**src/design/assert_macros.svh**
```systemverilog
// Assertion helpers shared by the RTL files.
`ifndef ASSERT_MACROS_SVH
`define ASSERT_MACROS_SVH

// Same-cycle implication, disabled during reset.
`define ASSERT_IMPLIES(lbl, clk, rst_n, ante, cons) \
    lbl: assert property (@(posedge clk) disable iff (!(rst_n)) (ante) |-> (cons)) \
        else $error("assertion failed");

// Next-cycle implication, disabled during reset.
`define ASSERT_NEXT(lbl, clk, rst_n, ante, cons) \
    lbl: assert property (@(posedge clk) disable iff (!(rst_n)) (ante) |=> (cons)) \
        else $error("assertion failed");

`endif

```
**src/design/atft_pkg.sv**
```systemverilog
`timescale 1ns / 1ps

package atft_pkg;

    localparam int TILE_ID_W = 10;
    localparam int REQ_W     = 3;
    localparam int LIMIT_W   = 16;

    localparam logic [REQ_W-1:0] REQ_LOOKUP = 3'd0;
    localparam logic [REQ_W-1:0] REQ_CREATE = 3'd1;
    localparam logic [REQ_W-1:0] REQ_ADD    = 3'd2;
    localparam logic [REQ_W-1:0] REQ_LIMIT  = 3'd3;
    localparam logic [REQ_W-1:0] REQ_TICK   = 3'd4;
    localparam logic [REQ_W-1:0] REQ_CLEAR  = 3'd5;

    typedef struct packed {
        logic accept;    // latch the input item, read its table entry
        logic exec;      // apply the request to the entry read
        logic frame;     // take the frame id read from the frame list
        logic sw_rd;     // tick sweep: read created bit, write back pending
        logic sw_clr;    // clear sweep: zero one table entry
        logic load_out;  // move the finished result to the output register
    } t_cmd;

    typedef struct packed {
        logic go_frame;  // lookup of an animated tile needs the frame read
        logic go_tick;
        logic go_clear;
        logic sw_last;   // sweep address is at the last tile
        logic out_free;  // output register can take a result this cycle
    } t_sts;

endpackage

```
**src/design/atft_ctrl.sv**
```systemverilog
`timescale 1ns / 1ps

module atft_ctrl (
    input  logic           i_clk,
    input  logic           i_rst_n,
    input  logic           i_valid,
    output logic           o_stall,
    input  atft_pkg::t_sts i_sts,
    output atft_pkg::t_cmd o_cmd
);

    `include "assert_macros.svh"

    typedef enum logic [2:0] {
        S_CLR,
        S_IDLE,
        S_EXEC,
        S_FRAME,
        S_TICK,
        S_DRAIN
    } t_state;

    t_state r_state;
    t_state n_state;
    logic   r_res_pend;
    logic   n_res_pend;
    logic   res_room;
    logic   set_res;

    always_comb begin
        o_cmd          = '0;
        n_state        = r_state;
        res_room       = !r_res_pend || i_sts.out_free;
        o_cmd.load_out = r_res_pend && i_sts.out_free;
        o_stall        = !(r_state == S_IDLE && res_room);
        case (r_state)
            S_CLR: begin
                o_cmd.sw_clr = 1'b1;
                if (i_sts.sw_last) begin
                    n_state = S_IDLE;
                end
            end
            S_IDLE: begin
                if (i_valid && res_room) begin
                    o_cmd.accept = 1'b1;
                    n_state      = S_EXEC;
                end
            end
            S_EXEC: begin
                o_cmd.exec = 1'b1;
                if (i_sts.go_frame) begin
                    n_state = S_FRAME;
                end else if (i_sts.go_tick) begin
                    n_state = S_TICK;
                end else if (i_sts.go_clear) begin
                    n_state = S_CLR;
                end else begin
                    n_state = S_IDLE;
                end
            end
            S_FRAME: begin
                o_cmd.frame = 1'b1;
                n_state     = S_IDLE;
            end
            S_TICK: begin
                o_cmd.sw_rd = 1'b1;
                if (i_sts.sw_last) begin
                    n_state = S_DRAIN;
                end
            end
            S_DRAIN: begin
                n_state = S_IDLE;
            end
            default: begin
                n_state = S_IDLE;
            end
        endcase
        set_res    = (o_cmd.exec && !i_sts.go_frame) || o_cmd.frame;
        n_res_pend = set_res ? 1'b1 : (o_cmd.load_out ? 1'b0 : r_res_pend);
    end

    always_ff @(posedge i_clk) begin
        if (!i_rst_n) begin
            r_state    <= S_CLR;
            r_res_pend <= 1'b0;
        end else begin
            r_state    <= n_state;
            r_res_pend <= n_res_pend;
        end
    end

    `ASSERT_NEXT(a_res_kept, i_clk, i_rst_n, r_res_pend && !i_sts.out_free, r_res_pend)
    `ASSERT_IMPLIES(a_sweep_stall, i_clk, i_rst_n, r_state == S_TICK || r_state == S_CLR, o_stall)
    `ASSERT_NEXT(a_frame_follows, i_clk, i_rst_n, r_state == S_EXEC && i_sts.go_frame,
                 r_state == S_FRAME)

endmodule

```
**config.mk**
```make
export PLATFORM = sky130hd
export DESIGN_NAME = atft_ctrl
export DESIGN_NICKNAME = d
export VERILOG_FILES = /design/src/design/atft_pkg.sv /design/src/design/atft_ctrl.sv
export VERILOG_INCLUDE_DIRS = /design/src /design/src/design
export SDC_FILE = /design/constraint.sdc
export NUM_CORES = 1
export LEC_CHECK = 0
export BUFFER_PORTS_ARGS = -buffer_cell sky130_fd_sc_hd__buf_4
export CORE_AREA = 2 2 39 41
export DETAILED_ROUTE_END_ITERATION = 6
export DIE_AREA = 0 0 41 43
export GPL_TIMING_DRIVEN = 0
export PLACE_DENSITY_LB_ADDON = 0.2
export SLEW_MARGIN = 20
export SYNTH_ARGS = -nofsm -noshare
export SYNTH_HDL_FRONTEND = slang
export SYNTH_SLANG_ARGS = --single-unit
```
**constraint.sdc**
```tcl
create_clock -name i_clk -period 2 [get_ports i_clk]
set_clock_uncertainty 0.2 [all_clocks]
set_input_delay 0.4 -clock i_clk [delete_from_list [all_inputs] [get_ports i_clk]]
set_output_delay 0.4 -clock i_clk [all_outputs]
set_load 0.03 [all_outputs]
```
==> summary.md <==
| Metric | Value |
|---|---|
| Clock network power share | `a little over a third` |
| Vias in the first global route | `~220` |
| # clock sinks | `4` |
| YS warnings | `0` |
| Initial antenna violation count | `0` |
| P_sw | `a little over 70 uW` |
| Crit Path Class | `flop to output port` |
| Post-CTS Setup Inserts | `0` |
| Later-pin clock latency in the skew report | `around 0.23 ns` |
| Slew Limit Fails | `0` |
| Flop pwr share | `between 30% and 40%` |
| Total gr overflow | `0` |
| Fin nets | `60` |
| CTS Buffer Depth | `2` |
| Buffers on Ports | `14` |
| Mapped Cells | `33` |
| Final WL | `approximately 600 um` |
| I/O pin cnt | `15` |
| Crit share post-route | `97.4%` |
| WP data arrival | `about 1.4 ns` |
| Largest net degree at the start of global routing | `11` |
| DR pass1 iterations | `2` |
| Ant. Diodes | `0` |
| Die area | `~1800 um2` |
| Height of the die | `roughly 43 um` |
| Iter 0 DRT Violations | `1` |
| Yosys reg bits | `4` |
| Row count | `14` |
| # DRC | `0` |
| Share of layout cells above drive strength 1 | `46.0%` |
| Via/cell ratio | `approximately 4.3` |
| First-pass GRT wire length | `between 1 and 1.5 mm` |
| Clk root buf | `clkbuf_4` |
| Worst Reg-to-Reg Cells | `4` |
| Pwr Total | `265 uW` |
| Minimum hold slack | `between 0.15 and 0.2 ns` |
| Synthesized cell area | `278 um2` |
| Switching share of total power | `26.9%` |
| H-Tree Depth | `1` |
| Core Box Area | `around 1400 um2` |
| Syn Nets | `41` |
| Seq/Total Area, Yosys | `between 20 and 30%` |
| Synth cell types | `22` |
| Post-synth EDFFs | `0` |
| Actual slew at the worst max-slew pin | `0.227 ns` |
| Syn Area/Cell | `around 8.4 um2` |
| Leakage power | `approximately 0.0002 uW` |
| Post-Layout Cell Count | `66` |
| Routed vias | `between 200 and 300` |
| Hold Fails Final Rpt | `0` |
| Predominant post-synthesis flop cell | `dfxtp_1` |
| Placed instance count | `63` |
| CTS tree | `done` |
| CP Data Required Time | `between 1 and 1.5 ns` |
| # Max-Cap Violations | `0` |
| Final ANT Viol Nets | `0` |
| Area Overhead vs Synth | `60.4%` |
| Num CTS Buffers | `3` |
| Post-route minimum period | `between 1.5 and 2 ns` |
| Fin area | `between 400 and 500 um2` |
| Total Routing Usage GR | `between 8 and 9%` |
| Initial Utilization | `20.1%` |
| Status | `complete, no violations` |
| Rel. slew slack | `84.7%` |
| Die width | `41 um` |
| Worst Setup End Kind | `output port` |
| GPL Wtd Cong | `approximately 0.67` |
| Peak VDD IR | `0.000280 V` |
| Crit path max fanout | `10` |
| Placed Instance Area | `between 400 and 500 um2` |
| Startpoint type of the worst setup path | `flop` |
| Clk slew on worst S/H paths | `0.03 ns` |
| Final setup violation count | `0` |
| Logic pwr share | `31.0%` |
| Hold Crit Depth | `2` |
| Cell Pwr Density | `~600 nW/um2` |
| Routed len/inst | `9.15 um` |
| Async SR Flop Fraction | `0%` |
| FMAX | `0.513 GHz` |
| Hold Crit Class | `primary input to flop` |
| Pint | `a little under 200 uW` |
[power groups by stage]
stage          Combinational, uW  Clock, uW  Sequential (uW)
2_1_floorplan               46.5          0             87.4
3_3_place_gp                75.6          0             88.2
3_5_place_dp                75.1          0             88.1
4_1_cts                     78.7        104             86.9
5_1_grt                     89.7        113             87.4
6_report                    82.2       95.8             87.0
[registers in the layout, summed over array words and instances, names as in the netlist]
name,count
r_state,3
r_res_pend,1
[Yosys cell counts (all sizes together), types with 2 or more instances]
| cell | number | area [um2] |
|---|---|---|
| nand2b | 3 | 18.8 |
| a21oi | 3 | 15.0 |
| buf | 2 | 18.8 |
| nor2 | 2 | 7.51 |
| nor3b | 3 | 22.5 |
| nor3 | 2 | 10.0 |
| dfxtp | 4 | 80.1 |
[final timing paths]
path / startpoint / endpoint / slack [ns]
setup / recovery: r_state[2] / o_stall / 0.05
hold / removal: i_rst_n / r_state[0] / 0.20
setup reg to reg: r_state[0] / r_state[0] / 0.46
hold reg to reg: r_state[0] / r_state[2] / 0.34
[critical path, cell delays in order, from the launching register on]
cell      delay, ns
dfxtp_1        0.30
buf_4          0.16
or3b_4         0.39
nand2b_4       0.15
buf_6          0.13
[cell usage in the layout, fill, tap and decap left out, drive strengths merged]
cell type,n
buf,16
dfxtp,4
nor3b,3
a21oi,3
clkbuf,3
nand2b,3
nor3,2
nor2,2
inv,1
and2,1
or3b,1
or2b,1
nand2,1
nand3b,1
a21boi,1
nand4,1
or2,1
or4b,1
mux2i,1
a2bb2oi,1
o21a,1
nor4bb,1
[logic make-up (layout without fill, tap and decap cells)]
group / Yosys count / count (layout) / share of synthesized area (%)
and+or+nand+nor: 19 / 19 / 45.5
AOI/OAI and AO/OA: 6 / 6 / 14.0
DFF: 4 / 4 / 28.8
buffers and inverters: 3 / 20 / 8.11
muxes: 1 / 1 / 3.60
[through the flow]
stage	setup TNS (ns)	setup WS (ns)	util, %
CTS	0	0.00299	31.2
global route	-0.00311	-0.00311	32.2
detailed placement	0	0.229	29.1
floorplan	0	0.142	-
finish	0	0.0515	32.2
global placement	0	0.221	29.1
[layout make-up]
class	instances	area [um2]
sequential	4	80.1
timing repair buffer	14	113
inverter	1	3.75
multi-input combinational	26	188
fill	156	938
buffer	2	18.8
clock buffer	3	22.5
tap	16	20.0
[routing by layer]
| metal | track usage (%) | vias to the layer above | wire length, um |
|---|---|---|---|
| met3 | 6.28 | 0 | 34 |
| li1 | - | 154 | - |
| met4 | 4.00 | 0 | 0 |
| met2 | 9.69 | 7 | 288 |
| met1 | 12.9 | 125 | 281 |
| met5 | 0 | - | 0 |
[timing repair]
item                                    in CTS  in global routing
endpoints found under the setup margin       1                  2
resized for setup                            2                  3
hold buffers                                 0                  0
endpoints found under the hold margin        0                  0
pin swaps                                    0                  1
Note: power is estimated with default switching activity, not from simulation.
